==> config.mk <==
export PLATFORM = sky130hd
export DESIGN_NAME = cascaded_average_stability
export DESIGN_NICKNAME = d
export VERILOG_FILES = /design/src/sv/cas_pkg.sv /design/src/sv/cas_window.sv /design/src/sv/cas_divider.sv /design/src/sv/cascaded_average_stability.sv
export SDC_FILE = /design/constraint.sdc
export NUM_CORES = 2
export LEC_CHECK = 0
export BUFFER_PORTS_ARGS = -buffer_cell sky130_fd_sc_hd__buf_4
export CORE_MARGIN = 2
export CORE_UTILIZATION = 57
export DETAILED_ROUTE_END_ITERATION = 7
export GPL_TIMING_DRIVEN = 0
export PLACE_DENSITY = 0.77
export SYNTH_ARGS = -nofsm -noshare
export SYNTH_HDL_FRONTEND = slang
export SYNTH_SLANG_ARGS = --single-unit
==> constraint.sdc <==
create_clock -name clk_i -period 8.68 [get_ports clk_i]
set_clock_uncertainty 0.2 [all_clocks]
set_input_delay 1.736 -clock clk_i [delete_from_list [all_inputs] [get_ports clk_i]]
set_output_delay 1.736 -clock clk_i [all_outputs]
set_load 0.005 [all_outputs]
==> src/sv/cas_pkg.sv <==
`default_nettype none
// ----------------------------------------------------------------------------
// cas_pkg
// Shared widths, limits, register indexes and sequencer states of the
// cascaded averaging and stability filter.
// ----------------------------------------------------------------------------
package cas_pkg;

  // Field and accumulator widths
  localparam int unsigned RAW_W   = 24;
  localparam int unsigned VAL_W   = 20;
  localparam int unsigned STEP_W  = 16;
  localparam int unsigned CFG_W   = 16;
  localparam int unsigned IDX_W   = 3;
  localparam int unsigned WIN_LEN = 16;
  localparam int unsigned WIN_AW  = $clog2(WIN_LEN);
  localparam int unsigned SUM1_W  = RAW_W + WIN_AW;
  localparam int unsigned SUM2_W  = VAL_W + WIN_AW;
  localparam int unsigned CNT_W   = 5;
  localparam int unsigned STB_W   = 6;

  localparam int unsigned AVG_DEPTH_DEF = 8;

  // Limits
  localparam logic [RAW_W-1:0]  JUMP_LIMIT    = RAW_W'(50000);
  localparam logic [CNT_W-1:0]  SETTLE_LIMIT  = CNT_W'(15);
  localparam logic [CNT_W-1:0]  CNT_MAX       = '1;
  localparam logic [STB_W-1:0]  STB_MAX       = '1;
  localparam logic [STB_W-1:0]  THRESH_INNER  = STB_W'(30);
  localparam logic [STB_W-1:0]  THRESH_NORMAL = STB_W'(10);
  localparam logic [STEP_W-1:0] CODE_STEP_RST = STEP_W'(16);

  // Configuration register indexes
  typedef enum logic [IDX_W-1:0] {
    REG_CODE_STEP  = 3'd0,
    REG_INNER_CAL  = 3'd1,
    REG_LINEAR_CAL = 3'd2,
    REG_USER_CAL   = 3'd3
  } reg_idx_e;

  // Sequencer states
  typedef enum logic [6:0] {
    ST_IDLE = 7'b0000001,
    ST_JUMP = 7'b0000010,
    ST_A    = 7'b0000100,
    ST_B    = 7'b0001000,
    ST_DST  = 7'b0010000,
    ST_DIV  = 7'b0100000,
    ST_RES  = 7'b1000000
  } state_e;

  // Window control from the sequencer
  typedef struct packed {
    logic rd;
    logic upd;
  } win_ctrl_t;

endpackage
`default_nettype wire

==> src/sv/cas_window.sv <==
`default_nettype none
// ----------------------------------------------------------------------------
// cas_window
// Sixteen-entry moving window with a running sum. A read fetches the oldest
// entry; an update replaces it with the new value and adjusts the sum.
// ----------------------------------------------------------------------------
module cas_window #(
  parameter int unsigned DW = cas_pkg::RAW_W,
  parameter int unsigned SW = cas_pkg::SUM1_W
) (
  input  wire                     clk_i,
  input  wire                     rst_ni,
  input  cas_pkg::win_ctrl_t      ctrl_i,
  input  wire  [DW-1:0]           data_i,
  output logic [SW-1:0]           sum_o
);
  import cas_pkg::*;

  logic [DW-1:0]      mem_q [WIN_LEN];
  logic [DW-1:0]      old_q;
  logic               old_vld_q;
  logic [WIN_LEN-1:0] vld_q;
  logic [WIN_AW-1:0]  pos_q;
  logic [SW-1:0]      sum_q;
  logic [DW-1:0]      old_val;

  // Never-written entries count as zero
  assign old_val = old_vld_q ? old_q : '0;
  assign sum_o   = sum_q;

  // Window storage with registered read
  always_ff @(posedge clk_i) begin
    if (ctrl_i.rd) begin
      old_q <= mem_q[pos_q];
    end
    if (ctrl_i.upd) begin
      mem_q[pos_q] <= data_i;
    end
  end

  // Valid bits, position and running sum
  always_ff @(posedge clk_i or negedge rst_ni) begin
    if (!rst_ni) begin
      old_vld_q <= 1'b0;
      vld_q     <= '0;
      pos_q     <= '0;
      sum_q     <= '0;
    end else begin
      if (ctrl_i.rd) begin
        old_vld_q <= vld_q[pos_q];
      end
      if (ctrl_i.upd) begin
        vld_q[pos_q] <= 1'b1;
        pos_q        <= pos_q + 1'b1;
        sum_q        <= sum_q + SW'(data_i) - SW'(old_val);
      end
    end
  end

endmodule
`default_nettype wire

==> src/sv/cas_divider.sv <==
`default_nettype none
// ----------------------------------------------------------------------------
// cas_divider
// Restoring divider, one quotient bit per cycle. Done pulses for one cycle;
// the quotient holds until the next start.
// ----------------------------------------------------------------------------
module cas_divider #(
  parameter int unsigned DVD_W = 23,
  parameter int unsigned DVS_W = 4
) (
  input  wire                 clk_i,
  input  wire                 rst_ni,
  input  wire                 start_i,
  input  wire  [DVD_W-1:0]    dividend_i,
  input  wire  [DVS_W-1:0]    divisor_i,
  output logic                done_o,
  output logic [DVD_W-1:0]    quot_o
);
  import cas_pkg::*;

  localparam int unsigned CW = $clog2(DVD_W + 1);

  logic [DVD_W-1:0] dvd_q;
  logic [DVS_W-1:0] dvs_q;
  logic [DVS_W-1:0] rem_q;
  logic [CW-1:0]    cnt_q;
  logic             busy_q;
  logic             done_q;
  logic [DVS_W:0]   rem_sh;
  logic [DVS_W:0]   rem_sub;
  logic             fits;

  // Trial subtraction of one step
  assign rem_sh  = {rem_q, dvd_q[DVD_W-1]};
  assign rem_sub = rem_sh - {1'b0, dvs_q};
  assign fits    = (rem_sh >= {1'b0, dvs_q});

  assign done_o = done_q;
  assign quot_o = dvd_q;

  // Payload registers
  always_ff @(posedge clk_i) begin
    if (start_i) begin
      dvd_q <= dividend_i;
      dvs_q <= divisor_i;
      rem_q <= '0;
    end else if (busy_q) begin
      dvd_q <= {dvd_q[DVD_W-2:0], fits};
      rem_q <= fits ? rem_sub[DVS_W-1:0] : rem_sh[DVS_W-1:0];
    end
  end

  // Step counter
  always_ff @(posedge clk_i or negedge rst_ni) begin
    if (!rst_ni) begin
      cnt_q  <= '0;
      busy_q <= 1'b0;
      done_q <= 1'b0;
    end else begin
      done_q <= 1'b0;
      if (start_i) begin
        cnt_q  <= CW'(DVD_W);
        busy_q <= 1'b1;
      end else if (busy_q) begin
        cnt_q <= cnt_q - 1'b1;
        if (cnt_q == CW'(1)) begin
          busy_q <= 1'b0;
          done_q <= 1'b1;
        end
      end
    end
  end

endmodule
`default_nettype wire

==> src/sv/cascaded_average_stability.sv <==
`default_nettype none
// ----------------------------------------------------------------------------
// cascaded_average_stability
// Weighing-scale filter: two cascaded 16-sample windows, a bypass decision,
// a mean over a ring of AVG_DEPTH entries and stability detection.
//
//   channel | direction | handshake             | payload
//   --------+-----------+-----------------------+------------------------------
//   in      | input     | in_valid_i/in_stall_o | cmd_i, sample_i
//   out     | output    | out_valid_o/out_stall_i | filtered_o, stage_a_o,
//           |           |                       | stage_b_o, stable_o, flags
//   cfg     | input     | cfg_valid_i/cfg_ready_o | cfg_index_i, cfg_data_i
//
// A sample runs through jump check, stage A, stage B, divider start, the serial
// divider (one quotient bit per cycle, SUM3_W = 23 at depth 8) and result load;
// a break command goes straight to result load. No clearing pass: windows use
// valid bits, the ring uses its fill count. A new item is taken while a result
// waits; the sequencer holds before loading the result register until it is free.
// ----------------------------------------------------------------------------
module cascaded_average_stability #(
  parameter int unsigned AVG_DEPTH = cas_pkg::AVG_DEPTH_DEF
) (
  input  wire                          clk_i,
  input  wire                          rst_ni,
  input  wire                          in_valid_i,
  output logic                         in_stall_o,
  input  wire                          cmd_i,
  input  wire  [cas_pkg::RAW_W-1:0]    sample_i,
  output logic                         out_valid_o,
  input  wire                          out_stall_i,
  output logic [cas_pkg::VAL_W-1:0]    filtered_o,
  output logic [cas_pkg::VAL_W-1:0]    stage_a_o,
  output logic [cas_pkg::VAL_W-1:0]    stage_b_o,
  output logic                         stable_o,
  output logic                         zero_track_enable_o,
  output logic                         load_track_enable_o,
  input  wire                          cfg_valid_i,
  output logic                         cfg_ready_o,
  input  wire  [cas_pkg::IDX_W-1:0]    cfg_index_i,
  input  wire  [cas_pkg::CFG_W-1:0]    cfg_data_i
);
  import cas_pkg::*;

  localparam int unsigned RING_AW = (AVG_DEPTH > 1) ? $clog2(AVG_DEPTH) : 1;
  localparam int unsigned FILL_W  = $clog2(AVG_DEPTH + 1);
  localparam int unsigned SUM3_W  = VAL_W + $clog2(AVG_DEPTH);

  // Configuration
  logic [STEP_W-1:0] code_step_q;
  logic              inner_cal_q, linear_cal_q, user_cal_q;

  // Sequencer and item
  state_e            state_q, state_d;
  logic              cmd_q;
  logic [RAW_W-1:0]  sample_q;

  // Filter state
  logic [RAW_W-1:0]   last_raw_q;
  logic [VAL_W-1:0]   a_q, prev_b_q, final_q, ring_rd_q;
  logic [VAL_W-1:0]   ring_mem [AVG_DEPTH];
  logic [RING_AW-1:0] ring_pos_q;
  logic [FILL_W-1:0]  fill_q;
  logic [SUM3_W-1:0]  sum3_q;
  logic [CNT_W-1:0]   warm_q, settle_q;
  logic [STB_W-1:0]   stb_cnt_q;
  logic               stable_q;

  // Result register
  logic               out_valid_q;
  logic               out_free;
  logic               res_load;

  // Windows and divider
  win_ctrl_t          w1_ctrl, w2_ctrl;
  logic [SUM1_W-1:0]  sum1;
  logic [SUM2_W-1:0]  sum2;
  logic               div_start, div_done;
  logic [SUM3_W-1:0]  quot;

  // Combinational helpers
  logic               in_fire;
  logic [RAW_W-1:0]   raw_diff;
  logic               jump;
  logic [VAL_W-1:0]   stage_a, avg2, stage_b, mean;
  logic [VAL_W-1:0]   bp_diff, step10, mean_diff;
  logic               use_avg, close, ring_full;
  logic [CNT_W-1:0]   warm_inc, settle_inc;
  logic [STB_W-1:0]   stb_inc, thresh;

  assign in_fire     = in_valid_i && !in_stall_o;
  assign in_stall_o  = (state_q != ST_IDLE);
  assign cfg_ready_o = 1'b1;
  assign out_valid_o = out_valid_q;
  assign out_free    = !out_valid_q || !out_stall_i;

  // Raw jump detection
  assign raw_diff = (sample_q > last_raw_q) ? sample_q - last_raw_q : last_raw_q - sample_q;
  assign jump     = (raw_diff > JUMP_LIMIT);

  // Stage values
  assign stage_a = sum1[SUM1_W-1 -: VAL_W];
  assign avg2    = sum2[SUM2_W-1 -: VAL_W];
  assign step10  = (VAL_W'(code_step_q) << 3) + (VAL_W'(code_step_q) << 1);
  assign bp_diff = (final_q > prev_b_q) ? final_q - prev_b_q : prev_b_q - final_q;
  assign use_avg = (settle_q > SETTLE_LIMIT) || (bp_diff < step10);
  assign stage_b = use_avg ? avg2 : a_q;
  assign ring_full = (fill_q == FILL_W'(AVG_DEPTH));

  // Saturating counters
  assign warm_inc   = (warm_q == CNT_MAX) ? warm_q : warm_q + 1'b1;
  assign settle_inc = (settle_q == CNT_MAX) ? settle_q : settle_q + 1'b1;
  assign stb_inc    = (stb_cnt_q == STB_MAX) ? stb_cnt_q : stb_cnt_q + 1'b1;
  assign thresh     = inner_cal_q ? THRESH_INNER : THRESH_NORMAL;

  // Stability test on the new mean
  assign mean      = quot[VAL_W-1:0];
  assign mean_diff = (final_q > mean) ? final_q - mean : mean - final_q;
  assign close     = (mean_diff < VAL_W'(code_step_q));

  assign res_load  = (state_q == ST_RES) && out_free;

  // Window strobes
  assign w1_ctrl.rd  = in_fire;
  assign w1_ctrl.upd = (state_q == ST_JUMP);
  assign w2_ctrl.rd  = (state_q == ST_JUMP);
  assign w2_ctrl.upd = (state_q == ST_A);
  assign div_start   = (state_q == ST_DST);

  cas_window #(
    .DW (RAW_W),
    .SW (SUM1_W)
  ) u_win_one (
    .clk_i  (clk_i),
    .rst_ni (rst_ni),
    .ctrl_i (w1_ctrl),
    .data_i (sample_q),
    .sum_o  (sum1)
  );

  cas_window #(
    .DW (VAL_W),
    .SW (SUM2_W)
  ) u_win_two (
    .clk_i  (clk_i),
    .rst_ni (rst_ni),
    .ctrl_i (w2_ctrl),
    .data_i (stage_a),
    .sum_o  (sum2)
  );

  cas_divider #(
    .DVD_W (SUM3_W),
    .DVS_W (FILL_W)
  ) u_div (
    .clk_i      (clk_i),
    .rst_ni     (rst_ni),
    .start_i    (div_start),
    .dividend_i (sum3_q),
    .divisor_i  (fill_q),
    .done_o     (div_done),
    .quot_o     (quot)
  );

  // Next state
  always_comb begin
    state_d = state_q;
    unique case (state_q)
      ST_IDLE: if (in_fire) state_d = cmd_i ? ST_RES : ST_JUMP;
      ST_JUMP: state_d = ST_A;
      ST_A:    state_d = ST_B;
      ST_B:    state_d = ST_DST;
      ST_DST:  state_d = ST_DIV;
      ST_DIV:  if (div_done) state_d = ST_RES;
      ST_RES:  if (out_free) state_d = ST_IDLE;
      default: state_d = ST_IDLE;
    endcase
  end

  // Ring storage with registered read
  always_ff @(posedge clk_i) begin
    if (state_q == ST_A) begin
      ring_rd_q <= ring_mem[ring_pos_q];
    end
    if (state_q == ST_B) begin
      ring_mem[ring_pos_q] <= stage_b;
    end
  end

  // Item capture
  always_ff @(posedge clk_i) begin
    if (in_fire) begin
      cmd_q    <= cmd_i;
      sample_q <= sample_i;
    end
  end

  // Result payload
  always_ff @(posedge clk_i) begin
    if (res_load) begin
      if (cmd_q) begin
        filtered_o          <= final_q;
        stage_a_o           <= '0;
        stage_b_o           <= prev_b_q;
        stable_o            <= 1'b0;
        zero_track_enable_o <= 1'b0;
        load_track_enable_o <= 1'b0;
      end else begin
        filtered_o          <= mean;
        stage_a_o           <= a_q;
        stage_b_o           <= prev_b_q;
        stable_o            <= stable_q || (close && (stb_inc > thresh));
        zero_track_enable_o <= stable_q || (close && (stb_inc > thresh));
        load_track_enable_o <= (stable_q || (close && (stb_inc > thresh))) &&
                               linear_cal_q && !user_cal_q;
      end
    end
  end

  // Sequencer, configuration and filter state
  always_ff @(posedge clk_i or negedge rst_ni) begin
    if (!rst_ni) begin
      state_q      <= ST_IDLE;
      code_step_q  <= CODE_STEP_RST;
      inner_cal_q  <= 1'b0;
      linear_cal_q <= 1'b0;
      user_cal_q   <= 1'b0;
      last_raw_q   <= '0;
      a_q          <= '0;
      prev_b_q     <= '0;
      final_q      <= '0;
      ring_pos_q   <= '0;
      fill_q       <= '0;
      sum3_q       <= '0;
      warm_q       <= '0;
      settle_q     <= '0;
      stb_cnt_q    <= '0;
      stable_q     <= 1'b0;
      out_valid_q  <= 1'b0;
    end else begin
      state_q <= state_d;

      // Register writes; unknown indexes drop
      if (cfg_valid_i && cfg_ready_o) begin
        unique case (cfg_index_i)
          REG_CODE_STEP:  code_step_q  <= cfg_data_i[STEP_W-1:0];
          REG_INNER_CAL:  inner_cal_q  <= cfg_data_i[0];
          REG_LINEAR_CAL: linear_cal_q <= cfg_data_i[0];
          REG_USER_CAL:   user_cal_q   <= cfg_data_i[0];
          default: ;
        endcase
      end

      // Jump check: restart warmup, ring fill and stability
      if (state_q == ST_JUMP) begin
        last_raw_q <= sample_q;
        if (jump) begin
          stable_q   <= 1'b0;
          stb_cnt_q  <= '0;
          warm_q     <= '0;
          settle_q   <= '0;
          fill_q     <= '0;
          ring_pos_q <= '0;
          sum3_q     <= '0;
        end
      end

      // First stage out, advance warmup and settle counters
      if (state_q == ST_A) begin
        a_q    <= stage_a;
        warm_q <= warm_inc;
        settle_q <= (warm_inc > SETTLE_LIMIT) ? settle_inc : '0;
      end

      // Select second stage, push into the ring
      if (state_q == ST_B) begin
        prev_b_q <= stage_b;
        sum3_q   <= sum3_q + SUM3_W'(stage_b) - (ring_full ? SUM3_W'(ring_rd_q) : '0);
        if (!ring_full) begin
          fill_q <= fill_q + 1'b1;
        end
        if (ring_pos_q == RING_AW'(AVG_DEPTH - 1)) begin
          ring_pos_q <= '0;
        end else begin
          ring_pos_q <= ring_pos_q + 1'b1;
        end
      end

      // Stability update and result hand-off
      if (res_load) begin
        if (cmd_q) begin
          stb_cnt_q <= '0;
          stable_q  <= 1'b0;
        end else begin
          final_q <= mean;
          if (close) begin
            stb_cnt_q <= stb_inc;
            if (stb_inc > thresh) begin
              stable_q <= 1'b1;
            end
          end else begin
            stb_cnt_q <= '0;
          end
        end
      end

      if (res_load) begin
        out_valid_q <= 1'b1;
      end else if (!out_stall_i) begin
        out_valid_q <= 1'b0;
      end
    end
  end

endmodule
`default_nettype wire

==> impl_metrics.csv <==
group,metric,value,unit
outcome,run_status,"complete, but fails checks",
outcome,failed_checks,"setup timing",
layout,stdcell_count,6563,
clock_tree,clockRootBuffer,"clkbuf_16",
worst_setup_path,end_kind,"flip-flop",
place,placer_s_final_routability_congestion_estimate,0.950,
timing,setup_total_negative_slack,-0.319,ns
clock_tree,max_root_sink_buffers,3,
layout,design.final.nets,5354,
logic_synthesis,synth_largest_area_cell,"edfxtp_1",
worst_setup_path,cp_slowest_stage_delay,0.51,ns
global_route,grt_start_max_net_pins,105,
logic_synthesis,main_synth_ff_type,"edfxtp_1",
drt,wire_per_inst,26.1,um
floorplan,die-height,337,um
logic_synthesis,gate_count_post_synth,4616,
logic_synthesis,post_synth_most_frequent_cells,"edfxtp_1, inv_1, nand2_1, o21ai_0, ha_1",
floorplan,std_cell_rows,122,
global_route,number_of_antenna_violations_at_the_first_check_in_global_routing,3,
timing,timing.final.hold_violations,0,
place,detailedPlace.worstSlack,-2.37,ns
timing,postLayoutSetupSlackWorst,-0.153,ns
place,placed_area,0.0665,sq mm
drt,drc_errors,0,
logic_synthesis,post_synth_instance_area,0.0630,sq mm
power_and_ir_drop,comb_power_share,0.547,
power_and_ir_drop,internal-power,18900,uW
logic_synthesis,synthesis.area_per_instance,13.7,sq um
power_and_ir_drop,seq_power_share,0.273,
logic_synthesis,synthMostInstantiatedCell,"edfxtp_1",
layout,post_route_cells_drive_above_1_share,0.178,
logic_synthesis,synth.top_cells.by_area,"edfxtp_1, dfrtp_1, mux4_2",
worst_setup_path,cpMaxStageDelayCell,"fa_1",
worst_setup_path,critPathRequiredTime,9.18,ns
drt,drt_first_pass_iters,7,
floorplan,die_w,337,um
clock_tree,clk_pin_slew,0.07,ns
power_and_ir_drop,p_leak,0.0272,uW
clock_tree,cts-buffers-inserted,133,
job,max-cap-violations,0,
floorplan,start_util,0.572,
timing,fin_hold_ws,0.268,ns
floorplan,design.die.area,0.113,sq mm
timing,worst_pin_slew,1.31,ns
timing,rsz0062_at_grt,"yes",
worst_setup_path,worst_setup_path_start_kind,"flip-flop",
clock_tree,clock-sinks,1305,
layout,finalInstanceArea,0.0721,sq mm
drt,drt-total-wl,171000,um
power_and_ir_drop,total_switching_power,13000,uW
worst_setup_path,crit_arrival,9.33,ns
timing,finalCritPeriodShare,1.02,
timing,final-max-slew-violation-count,0,
drt,viasPerCell,6.23,
timing,achievable-frequency,0.113,GHz
logic_synthesis,synth-edff-count,1042,
logic_synthesis,synth-seq-area-share,0.600,
drt,route.vias.total,40900,
global_route,grt_overflow_total,0,
drt,drtIter0Drc,4442,
place,placed_cells,6251,
place,dp_hpwl,113000,um
global_route,grt_pass1_vias,41100,
timing,setup_failing_eps_final,3,
layout,area_growth,14.4,%
drt,route.antenna.remaining_nets,0,
global_route,grt_first_pass_wirelength,255000,um
logic_synthesis,ys_seq_elements,1305,
worst_setup_path,worstPathMaxFanout,6,
power_and_ir_drop,p_per_area,443,mW/mm^2
power_and_ir_drop,clock_network_fraction_of_design_power,0.179,
logic_synthesis,ys.warnings.count,0,
logic_synthesis,syn_nets,5010,
worst_hold_path,worstHoldPathType,"reg -> reg",
place,numPortBuffers,113,
logic_synthesis,synth-async-reset-ratio,0.198,
floorplan,io_pins,115,
power_and_ir_drop,ir_drop,0.000675,V
timing,maxSlewHeadroom,0.130,
clock_tree,post_cts_hold_buffer_count,0,
clock_tree,tritoncts,"done",
logic_synthesis,synth_cell_types,99,
clock_tree,clock_tree.htree_level_count,4,
logic_synthesis,yosys.area.top_type_share,0.496,
floorplan,core,0.110,sq mm
clock_tree,clk_latency,0.79,ns
worst_setup_path,cp_class,"reg -> reg",
timing,timing.final.crit_period,8.83,ns
global_route,total_global_routing_track_utilization,0.305,
power_and_ir_drop,switching_share,0.407,
[per-layer routing]
layer  GRT usage  vias to the layer above  wire length (um)
met5           0                        -                15
met4       0.155                        2              9360
met3      0.0521                      501             12800
met2       0.510                     2080             84800
met1       0.384                    20500             64300
li1            -                    17800                 -
[layout by cell type (no fill, tap or decap), types with 21 or more instances in the layout]
master / Yosys / routed
edfxtp_1: 1042 / 1042
inv_1: 422 / 414
nand2_1: 349 / 348
o21ai_0: 285 / 280
ha_1: 273 / 260
dfrtp_1: 257 / 239
mux4_2: 230 / 230
a21oi_1: 206 / 198
buf_4: 7 / 180
clkbuf_1: 136 / 161
nor2_1: 163 / 144
clkbuf_16: 0 / 134
a21o_1: 92 / 92
and2_1: 92 / 92
a22oi_1: 84 / 84
xnor2_1: 73 / 72
fa_1: 72 / 70
xor2_1: 61 / 61
nand4_1: 48 / 48
nor2b_1: 48 / 47
nor3_1: 57 / 46
or2_2: 38 / 38
o21a_1: 35 / 34
nand3_1: 38 / 34
and3_1: 41 / 33
mux2i_1: 48 / 32
buf_6: 3 / 29
buf_1: 29 / 29
o21bai_1: 29 / 28
a211oi_1: 31 / 24
o211ai_1: 22 / 22
a31oi_1: 24 / 22
clkinv_2: 0 / 22
nand2b_1: 21 / 21
[flip-flops by register name, summed over array words and instances, names as in the netlist, 16 cells and up, named ones only]
| register | cells |
|---|---|
| u_win_two.sum_o | 24 |
| sum3_q | 23 |
| u_win_one.old_q | 24 |
| u_win_two.mem_q | 320 |
| stage_b_o | 20 |
| a_q | 20 |
| sample_q | 24 |
| ring_mem | 160 |
| ring_rd_q | 20 |
| u_win_two.old_q | 20 |
| prev_b_q | 20 |
| u_win_two.vld_q | 16 |
| u_div.quot_o | 23 |
| u_win_one.vld_q | 16 |
| code_step_q | 16 |
| u_win_one.sum_o | 28 |
| u_win_one.mem_q | 384 |
| stage_a_o | 20 |
| filtered_o | 20 |
| last_raw_q | 24 |
| final_q | 20 |
[power groups by stage]
stage / Clock [uW] / Combinational [uW] / Sequential [uW]
2_1_floorplan: 0 / 10600 / 8480
3_3_place_gp: 0 / 13800 / 8760
3_5_place_dp: 0 / 14100 / 8790
4_1_cts: 5770 / 16100 / 8700
5_1_grt: 6010 / 18800 / 8790
6_report: 5720 / 17500 / 8730
[cell families after synthesis]
family          Yosys count  share of synthesized area
compound gates          943                     0.0962
xor+xnor                134                     0.0186
fa+ha+maj               345                     0.0770
buf+inv                 618                     0.0379
flops                  1305                      0.600
mux                     296                     0.0930
other cells               1                  0.0000595
simple gates            974                     0.0767
[final cells by class]
class,count,area (sq um)
multi-input cells,2693,23600
flip-flops and latches,1305,37900
clock buffers,177,3600
well taps,1488,1860
clock inverters,70,779
diodes,3,7.51
repair buffers,213,1930
inverters,424,1600
plain buffers,190,858
fillers,7685,38100
[what timing repair did]
action                     CTS  global route
buffers inserted            39            27
setup endpoints to repair   22            13
pin swaps                   46            53
gates resized for setup    110            60
[through the flow]
step	total power (uW)	util
2_1_floorplan	19100	-
3_3_place_gp	22600	0.597
3_5_place_dp	22900	0.603
4_1_cts	30500	0.650
5_1_grt	33600	0.654
6_report	31900	0.655
[worst paths after layout]
kind / start / to / slack, ns / depth (start not counted)
min: u_win_two.vld_q[6] / u_win_two.vld_q[6] / 0.27 / 1
min in group asynchronous: rst_ni / final_q[15] / 0.76 / 1
max in group asynchronous: rst_ni / u_win_two.sum_o[1] / 6.15 / 3
max reg2reg: prev_b_q[0] / sum3_q[22] / -0.15 / 40
max: prev_b_q[0] / sum3_q[22] / -0.15 / 40
min reg2reg: u_win_two.vld_q[6] / u_win_two.vld_q[6] / 0.27 / 1
[critical path: cells and delay by family, from the launching register on]
kind | cells | cell delay [ns]
AO/OA/AOI/OAI | 18 | 3.73
adder cells (fa/ha/maj) | 5 | 1.67
AND/OR/NAND/NOR | 7 | 1.14
buffers and inverters | 7 | 1.03
multiplexers | 2 | 0.43
flip-flops | 1 | 0.43
XOR/XNOR | 1 | 0.13
Note: power is estimated with default switching activity, not from simulation.
